--- src/rtl/core/generational_handle_table_unit_macros.svh ---
// ---------------------------------------------------------------------------
// Assertion macros for the generational handle table unit
// Simulation-only concurrent checks, empty under synthesis.
// ---------------------------------------------------------------------------
`ifndef GENERATIONAL_HANDLE_TABLE_UNIT_MACROS_SVH
`define GENERATIONAL_HANDLE_TABLE_UNIT_MACROS_SVH

`ifndef SYNTHESIS
// Same-cycle implication, sampled on clk_i, off during reset
`define GHTU_ASSERT_IMPL(lbl, pre, post, msg) \
  lbl: assert property (@(posedge clk_i) disable iff (!rst_ni) (pre) |-> (post)) else $error(msg);
// Next-cycle implication, sampled on clk_i, off during reset
`define GHTU_ASSERT_NEXT(lbl, pre, post, msg) \
  lbl: assert property (@(posedge clk_i) disable iff (!rst_ni) (pre) |=> (post)) else $error(msg);
`else
`define GHTU_ASSERT_IMPL(lbl, pre, post, msg)
`define GHTU_ASSERT_NEXT(lbl, pre, post, msg)
`endif

`endif

--- src/rtl/core/ght_pkg.sv ---
// ---------------------------------------------------------------------------
// Generational handle table package
// Request/response types, opcodes, states and search constants.
// ---------------------------------------------------------------------------
`timescale 1ns / 1ps

package ght_pkg;

  // Opcode values of a request
  localparam logic [1:0] OP_ALLOC   = 2'd0;
  localparam logic [1:0] OP_RELEASE = 2'd1;
  localparam logic [1:0] OP_CHECK   = 2'd2;

  // Free-slot search groups the alive bits in rows of this size
  localparam int GRP_W  = 64;
  localparam int GRP_LW = 6;

  typedef struct packed {
    logic [1:0]  opcode;
    logic [6:0]  handle_index;
    logic [31:0] handle_generation;
  } ght_req_t;

  typedef struct packed {
    logic        ok;
    logic [6:0]  result_index;
    logic [31:0] result_generation;
  } ght_rsp_t;

  typedef enum logic [1:0] {
    ST_CLEAR,
    ST_IDLE,
    ST_EXEC
  } ght_state_e;

endpackage

--- src/rtl/core/generational_handle_table_unit.sv ---
// ---------------------------------------------------------------------------
// Generational handle table unit
// Fixed table of slots with alive bit and 32-bit generation; allocates the
// lowest free slot, releases and checks generational handles.
// ---------------------------------------------------------------------------
//  channel | direction | handshake                 | payload
//  in      | input     | in_valid_i / in_stall_o   | in_req_i  (ght_req_t)
//  out     | output    | out_valid_o / out_stall_i | out_rsp_o (ght_rsp_t)
//
//  Each request is handled in two steps: accept with the generation memory read,
//  then execute with the write-back; the memory read-modify-write sets this.
//  After reset a clearing pass sets every generation to one; requests are
//  stalled meanwhile.
//  A stalled output holds the execute cycle until the output register frees.
// ---------------------------------------------------------------------------
`timescale 1ns / 1ps
`include "generational_handle_table_unit_macros.svh"

module generational_handle_table_unit
  import ght_pkg::*;
#(
  parameter int SLOT_COUNT = 64
) (
  input  logic     clk_i,
  input  logic     rst_ni,
  input  logic     in_valid_i,
  output logic     in_stall_o,
  input  ght_req_t in_req_i,
  output logic     out_valid_o,
  input  logic     out_stall_i,
  output ght_rsp_t out_rsp_o
);

  localparam int SW   = $clog2(SLOT_COUNT);
  localparam int NGRP = (SLOT_COUNT + GRP_W - 1) / GRP_W;
  localparam int GIW  = (NGRP > 1) ? $clog2(NGRP) : 1;
  localparam int PADW = NGRP * GRP_W;

  ght_state_e state_q, state_d;

  logic [SLOT_COUNT-1:0] alive_q, alive_d;
  logic [NGRP-1:0]       grp_free_q, grp_free_d;
  logic [GRP_LW-1:0]     grp_low_q [NGRP];
  logic [GRP_LW-1:0]     grp_low_d [NGRP];
  logic [PADW-1:0]       alive_pad;

  logic [31:0] gen_mem [SLOT_COUNT];
  logic [31:0] rdata_q;
  logic        mem_we;
  logic [SW-1:0] mem_waddr;
  logic [31:0]   mem_wdata;
  logic [SW-1:0] rd_addr;

  logic [SW-1:0] clr_q, clr_d;

  ght_req_t      req_q;
  logic [SW-1:0] slot_q, slot_d;
  logic          hit_q, hit_d;

  logic          alloc_found;
  logic [GIW-1:0] alloc_grp;
  logic [31:0]   alloc_pos;
  logic [SW-1:0] alloc_slot;
  logic [31:0]   hpos;
  logic          h_in_range;

  logic          in_acc;
  logic          out_free;
  logic          out_load;
  logic          out_valid_q;
  ght_rsp_t      out_q, rsp_d;
  logic          h_valid;
  logic [31:0]   gen_use;
  logic [31:0]   gen_next;
  logic [31:0]   ridx_w;

  // Handshake
  assign in_stall_o  = (state_q != ST_IDLE);
  assign in_acc      = in_valid_i && !in_stall_o;
  assign out_free    = !out_valid_q || !out_stall_i;
  assign out_valid_o = out_valid_q;
  assign out_rsp_o   = out_q;

  // Pad the next alive vector with busy slots up to whole groups
  always_comb begin
    for (int i = 0; i < PADW; i++) begin
      if (i < SLOT_COUNT) begin
        alive_pad[i] = alive_d[i];
      end else begin
        alive_pad[i] = 1'b1;
      end
    end
  end

  // First search level: lowest free position inside each group
  always_comb begin
    for (int g = 0; g < NGRP; g++) begin
      grp_free_d[g] = ~(&alive_pad[g*GRP_W +: GRP_W]);
      grp_low_d[g]  = '0;
      for (int b = GRP_W - 1; b >= 0; b--) begin
        if (!alive_pad[g*GRP_W + b]) begin
          grp_low_d[g] = GRP_LW'(b);
        end
      end
    end
  end

  // Hold the group summary in step with the alive bits
  always_ff @(posedge clk_i or negedge rst_ni) begin
    if (!rst_ni) begin
      grp_free_q <= '1;
      for (int g = 0; g < NGRP; g++) begin
        grp_low_q[g] <= '0;
      end
    end else begin
      grp_free_q <= grp_free_d;
      for (int g = 0; g < NGRP; g++) begin
        grp_low_q[g] <= grp_low_d[g];
      end
    end
  end

  // Second search level: lowest group with a free slot
  always_comb begin
    alloc_found = 1'b0;
    alloc_grp   = '0;
    for (int g = NGRP - 1; g >= 0; g--) begin
      if (grp_free_q[g]) begin
        alloc_found = 1'b1;
        alloc_grp   = GIW'(g);
      end
    end
    alloc_pos  = 32'(alloc_grp) * GRP_W + 32'(grp_low_q[alloc_grp]);
    alloc_slot = alloc_pos[SW-1:0];
  end

  // Decode the handle position
  assign hpos       = 32'(in_req_i.handle_index) - 32'd1;
  assign h_in_range = (in_req_i.handle_index != 7'd0) &&
                      (32'(in_req_i.handle_index) <= SLOT_COUNT);

  always_comb begin
    if (in_req_i.opcode == OP_ALLOC) begin
      rd_addr = alloc_slot;
      hit_d   = alloc_found;
    end else begin
      rd_addr = hpos[SW-1:0];
      hit_d   = h_in_range;
    end
    slot_d = rd_addr;
  end

  // Capture the request
  always_ff @(posedge clk_i) begin
    if (in_acc) begin
      req_q  <= in_req_i;
      slot_q <= slot_d;
      hit_q  <= hit_d;
    end
  end

  // Generation memory: one write per cycle and a registered read while idle
  always_ff @(posedge clk_i) begin
    if (mem_we) begin
      gen_mem[mem_waddr] <= mem_wdata;
    end
    if (state_q == ST_IDLE) begin
      rdata_q <= gen_mem[rd_addr];
    end
  end

  // Execute: validate, build the response and the write-back
  always_comb begin
    h_valid  = hit_q && alive_q[slot_q] && (rdata_q == req_q.handle_generation);
    gen_use  = (rdata_q == 32'd0) ? 32'd1 : rdata_q;
    gen_next = (rdata_q == 32'hFFFF_FFFF) ? 32'd1 : rdata_q + 32'd1;
    ridx_w   = 32'(slot_q) + 32'd1;
    rsp_d    = '0;
    case (req_q.opcode)
      OP_ALLOC: begin
        if (hit_q) begin
          rsp_d.ok                = 1'b1;
          rsp_d.result_index      = ridx_w[6:0];
          rsp_d.result_generation = gen_use;
        end
      end
      OP_RELEASE, OP_CHECK: begin
        if (h_valid) begin
          rsp_d.ok           = 1'b1;
          rsp_d.result_index = req_q.handle_index;
        end
      end
      default: begin
        rsp_d = '0;
      end
    endcase
  end

  // Sequencer: clearing pass, accept, execute
  always_comb begin
    state_d   = state_q;
    clr_d     = clr_q;
    alive_d   = alive_q;
    mem_we    = 1'b0;
    mem_waddr = slot_q;
    mem_wdata = gen_use;
    out_load  = 1'b0;
    case (state_q)
      ST_CLEAR: begin
        mem_we    = 1'b1;
        mem_waddr = clr_q;
        mem_wdata = 32'd1;
        clr_d     = clr_q + SW'(1);
        if (clr_q == SW'(SLOT_COUNT - 1)) begin
          state_d = ST_IDLE;
        end
      end
      ST_IDLE: begin
        if (in_acc) begin
          state_d = ST_EXEC;
        end
      end
      ST_EXEC: begin
        if (out_free) begin
          out_load = 1'b1;
          state_d  = ST_IDLE;
          if (req_q.opcode == OP_ALLOC && hit_q) begin
            mem_we          = 1'b1;
            mem_wdata       = gen_use;
            alive_d[slot_q] = 1'b1;
          end else if (req_q.opcode == OP_RELEASE && h_valid) begin
            mem_we          = 1'b1;
            mem_wdata       = gen_next;
            alive_d[slot_q] = 1'b0;
          end
        end
      end
      default: begin
        state_d = ST_IDLE;
      end
    endcase
  end

  // Advance control state
  always_ff @(posedge clk_i or negedge rst_ni) begin
    if (!rst_ni) begin
      state_q <= ST_CLEAR;
      clr_q   <= '0;
      alive_q <= '0;
    end else begin
      state_q <= state_d;
      clr_q   <= clr_d;
      alive_q <= alive_d;
    end
  end

  // Output register: load on execute, drop when taken
  always_ff @(posedge clk_i or negedge rst_ni) begin
    if (!rst_ni) begin
      out_valid_q <= 1'b0;
    end else if (out_load) begin
      out_valid_q <= 1'b1;
    end else if (!out_stall_i) begin
      out_valid_q <= 1'b0;
    end
  end

  always_ff @(posedge clk_i) begin
    if (out_load) begin
      out_q <= rsp_d;
    end
  end

  // Checks
  `GHTU_ASSERT_NEXT(a_exec_loads_out, state_q == ST_EXEC && out_free, out_valid_o && state_q == ST_IDLE, "execute did not deliver its response")
  `GHTU_ASSERT_IMPL(a_clear_stalls, state_q == ST_CLEAR, in_stall_o, "request accepted during clearing pass")
  `GHTU_ASSERT_IMPL(a_fail_zero, out_valid_o && !out_rsp_o.ok, out_rsp_o.result_index == 7'd0 && out_rsp_o.result_generation == 32'd0, "failed response carries data")
  `GHTU_ASSERT_IMPL(a_alloc_gen_nonzero, out_valid_o && out_rsp_o.ok && out_rsp_o.result_generation != 32'd0, out_rsp_o.result_index != 7'd0 || SLOT_COUNT > 127, "allocation returned index zero")

endmodule
--- config.mk ---
export PLATFORM = sky130hd
export DESIGN_NAME = generational_handle_table_unit
export DESIGN_NICKNAME = d
export VERILOG_FILES = /design/src/rtl/core/ght_pkg.sv /design/src/rtl/core/generational_handle_table_unit.sv
export VERILOG_INCLUDE_DIRS = /design/src /design/src/rtl/core
export SDC_FILE = /design/constraint.sdc
export NUM_CORES = 2
export LEC_CHECK = 0
export BUFFER_PORTS_ARGS = -buffer_cell sky130_fd_sc_hd__buf_2
export CORE_ASPECT_RATIO = 0.5
export CORE_UTILIZATION = 53
export CTS_CLUSTER_SIZE = 25
export DETAILED_ROUTE_END_ITERATION = 10
export PLACE_DENSITY = 0.78
export SLEW_MARGIN = 20
export SYNTH_ARGS = -nofsm -noshare
export SYNTH_HDL_FRONTEND = slang
export SYNTH_SLANG_ARGS = --single-unit
--- constraint.sdc ---
create_clock -name clk_i -period 5.5 [get_ports clk_i]
set_clock_uncertainty 0.2 [all_clocks]
set_input_delay 1.1 -clock clk_i [delete_from_list [all_inputs] [get_ports clk_i]]
set_output_delay 1.1 -clock clk_i [all_outputs]
set_load 0.02 [all_outputs]
==> run_results.csv <==
group,metric,value,unit
sta,rsz0062_at_grt,"false",
sta,tightest_slew,1.28,ns
sta,relSlewSlack,0.145,
worst_setup_path,end_kind,"flop",
routing,drc,0,
hold_path,hold_path_depth,1,
sta,period_needed,5.31,ns
hold_path,min_path_type,"in2reg",
finish,final_cells,7346,
global_routing,grt_pass1_vias,49600,
global_routing,grt_max_degree,73,
worst_setup_path,endpoint,"gen_mem[30][3]",
outcome,status,"finished, final reports clean",
clock_tree,htreeDepth,4,
routing,drt-wirelength-per-cell,34.4,um
clock_tree,insertion_delay,0.85,ns
power_and_ir_drop,vdd_drop_max,0.000363,V
clock_tree,numCtsBuffers,187,
global_routing,grt.overflow.total,0,
finish,diodes,0,
worst_setup_path,r2r_cells,12,
logic_synthesis,yosys_register_bits,2248,
worst_setup_path,cp.depth,12,
worst_setup_path,cp-start-kind,"flop",
clock_tree,cts.sinks,2248,
logic_synthesis,seq_area_frac_synth,0.746,
worst_setup_path,cp-startpoint,"rdata_q[5]",
finish,nFillCells,11100,
sta,finalHoldViolCount,0,
sta,fmax,188,MHz
logic_synthesis,synth-main-ff-cell,"edfxtp_1",
worst_setup_path,crit_slowest_cell,"nor4b_1",
placed_design,place.gp.congestion,0.946,
routing,drtIter0Drc,7097,
worst_setup_path,crit_path_max_fanout,33,
power_and_ir_drop,power_density,431,mW/mm^2
placed_design,port_buffers,86,
global_routing,grt_first_pass_wirelength,358,mm
floorplan,io_pins,87,
logic_synthesis,netlist_instances,4608,
worst_setup_path,max_stage_delay,0.81,ns
worst_setup_path,arrival,5.77,ns
routing,drt_first_pass_iters,6,
placed_design,hpwl,146,mm
worst_setup_path,worstSetupPathType,"reg2reg",
finish,fin_nets,4984,
worst_setup_path,path_buf_inv,1,
logic_synthesis,yosysWarnings,0,
sta,drv_slew,0,
logic_synthesis,postSynthAreaPerCell,19.5,um^2
routing,wirelength,253,mm
worst_setup_path,crit_family,"simple AND/OR/NAND/NOR gates",
clock_tree,post_cts_buffers,0,
logic_synthesis,async_flop_share,0.0356,
worst_setup_path,reg2reg_from,"rdata_q[5]",
floorplan,placeableCoreArea,0.168,mm^2
worst_setup_path,crit_required,5.96,ns
routing,drt.antenna.violating_nets,0,
finish,area_growth,14.0,%
sta,finalSetupTns,0,ns
logic_synthesis,syn_area,0.0899,mm^2
sta,period_share,0.965,
global_routing,grt_usage,0.297,
worst_setup_path,r2r_slack,0.19,ns
global_routing,antenna_found_initial,8,
routing,avgViaCountPerCell,6.76,
floorplan,dieArea,0.171,mm^2
finish,drive_gt1_frac,0.261,
floorplan,start_util,0.536,
floorplan,die_y,293,um
routing,vias,49700,
clock_tree,cts_max_path_buffers,3,
logic_synthesis,synth_nets,4661,
clock_tree,root_buffer,"clkbuf_16",
clock_tree,cts_tree,"built",
floorplan,rows,106,
job,maxCapViolations,0,
worst_setup_path,critical_path.cell_chain,"xnor2_1 -> nand4_1 -> nor4b_1 -> nand3_1 -> nand4bb_1 -> nor4b_1 -> nand4_1 -> or2_1 -> nor3_1 -> a21oi_1 -> o21ai_4 -> buf_12",
power_and_ir_drop,p_leak,32.9,nW
placed_design,dp_cells,7009,
sta,setup_viol,0,
clock_tree,clk_pin_slew,0.07,ns
logic_synthesis,synth_edf_count,2168,
logic_synthesis,yosysUniqueCellTypes,84,
floorplan,die_w,585,um
worst_setup_path,timing.rr.end,"gen_mem[30][3]",
registers in the layout, summed over array words and instances, names as in the netlist, 2 cells and up:
name and count:
gen_mem 2048, out_rsp_o 40, slot_q 6, grp_low_q 6
state_q 2, rdata_q 32, clr_q 6, req_q 41
alive_q 64
logic make-up (layout without fill, tap and decap cells):
| family | after synthesis | after routing | synth area share |
|---|---|---|---|
| flops | 2248 | 2248 | 0.746 |
| mux | 702 | 702 | 0.151 |
| simple gates | 672 | 672 | 0.0378 |
| compound gates | 611 | 611 | 0.0454 |
| buf+inv | 322 | 792 | 0.0140 |
| xor+xnor | 45 | 45 | 0.00438 |
| fa+ha+maj | 8 | 8 | 0.00111 |
worst reg2reg max path, delay by kind of cell (launching register included):
family / cells / cell delay [ns]
AO/OA/AOI/OAI: 2 / 0.75
XOR/XNOR: 1 / 0.32
flip-flops: 1 / 0.59
AND/OR/NAND/NOR: 8 / 2.95
buffers and inverters: 1 / 0.30
cells in the final DEF (no fill, tap or decap), drive strengths merged, types with 6 or more instances in the layout:
master,Yosys,routed
nor3,19,19
nand2,194,194
a21o,8,8
nor4,17,17
nor4b,6,6
xnor2,21,21
o21a,6,6
nor2b,109,109
clkinv,0,93
and3,52,52
edfxtp,2168,2168
o21ai,72,72
nor2,134,134
clkbuf,180,224
a31oi,26,26
and4,6,6
nand4,23,23
a211oi,160,160
mux4,524,524
nand2b,20,20
a21oi,191,191
buf,106,419
a311oi,35,35
a22o,23,23
inv,36,43
or3,8,8
a21boi,8,8
mux2,7,7
and2,14,14
xor2,24,24
nand3,46,46
a22oi,10,10
a32oi,9,9
dfrtp,79,79
bufinv,0,8
a41oi,6,6
o31ai,21,21
ha,8,8
mux2i,171,171
o22ai,7,7
how the worst min path moves through the flow:
stage                 start  slack (ns)     endpoint
6_report       in_req_i[13]        0.24    req_q[13]
5_1_grt        in_req_i[13]        0.22    req_q[13]
4_1_cts        in_req_i[13]        0.19    req_q[13]
3_5_place_dp       clr_q[3]        0.34     clr_q[3]
3_3_place_gp       clr_q[3]        0.33     clr_q[3]
2_1_floorplan   alive_q[26]        0.29  alive_q[26]
report_power, final:
group / leakage [nW] / total (mW) / switching, mW / internal (mW)
Sequential: 20.9 / 22.8 / 0.605 / 22.1
Combinational: 9.23 / 8.72 / 6.32 / 2.41
Clock: 2.77 / 12.7 / 6.04 / 6.68
Total: 32.9 / 44.2 / 13.0 / 31.2
per-layer routing:
| layer | up-vias | global-route usage | part of all wire |
|---|---|---|---|
| li1 | 19700 | - | - |
| met1 | 25600 | 0.411 | 0.36 |
| met2 | 3865 | 0.454 | 0.46 |
| met3 | 530 | 0.0830 | 0.14 |
| met4 | 6 | 0.110 | 0.039 |
| met5 | - | 0 | 0.00015 |
layout make-up:
cell class,instances,area (um^2),share of cell area
clock inverter,112,827,0.00807
clock buffer,224,4860,0.0474
multi-input combinational,2038,22400,0.219
tap,2268,2840,0.0277
inverter,36,140,0.00137
sequential,2248,67100,0.655
timing repair buffer,420,4320,0.0421
what timing repair did:
item,CTS,global route
hold endpoints to repair,7,0
gates resized for setup,0,0
hold buffers,1,0
metrics by stage:
step           power [mW]  utilization  hold slack (ns)  cell area, um^2  worst slack (ns)
2_1_floorplan        27.1            -            0.287            90000             0.351
3_3_place_gp         31.1        0.577            0.328            96800            -0.152
3_5_place_dp         31.5        0.577            0.336            96800            -0.150
4_1_cts              44.0        0.611            0.195           102000             0.267
5_1_grt              45.2        0.611            0.223           102000             0.161
6_report             44.2        0.611            0.245           102000             0.192
synth_stat cells (all sizes together), types with 17 or more instances:
| library cell | n | area, um^2 |
|---|---|---|
| nand2b | 20 | 125 |
| edfxtp | 2168 | 65100 |
| o31ai | 21 | 158 |
| nand3 | 46 | 230 |
| clkbuf | 180 | 676 |
| inv | 36 | 135 |
| nor4 | 17 | 106 |
| dfrtp | 79 | 1980 |
| a31oi | 26 | 209 |
| nor3 | 19 | 115 |
| a211oi | 160 | 1200 |
| nor2b | 109 | 682 |
| mux2i | 171 | 1710 |
| a21oi | 191 | 960 |
| xor2 | 24 | 210 |
| mux4 | 524 | 11800 |
| a311oi | 35 | 307 |
| nand4 | 23 | 144 |
| and3 | 52 | 325 |
| buf | 106 | 447 |
| o21ai | 72 | 360 |
| nand2 | 194 | 728 |
| a22o | 23 | 201 |
| nor2 | 134 | 503 |
| xnor2 | 21 | 184 |
Power figures use the tool's default switching activity.
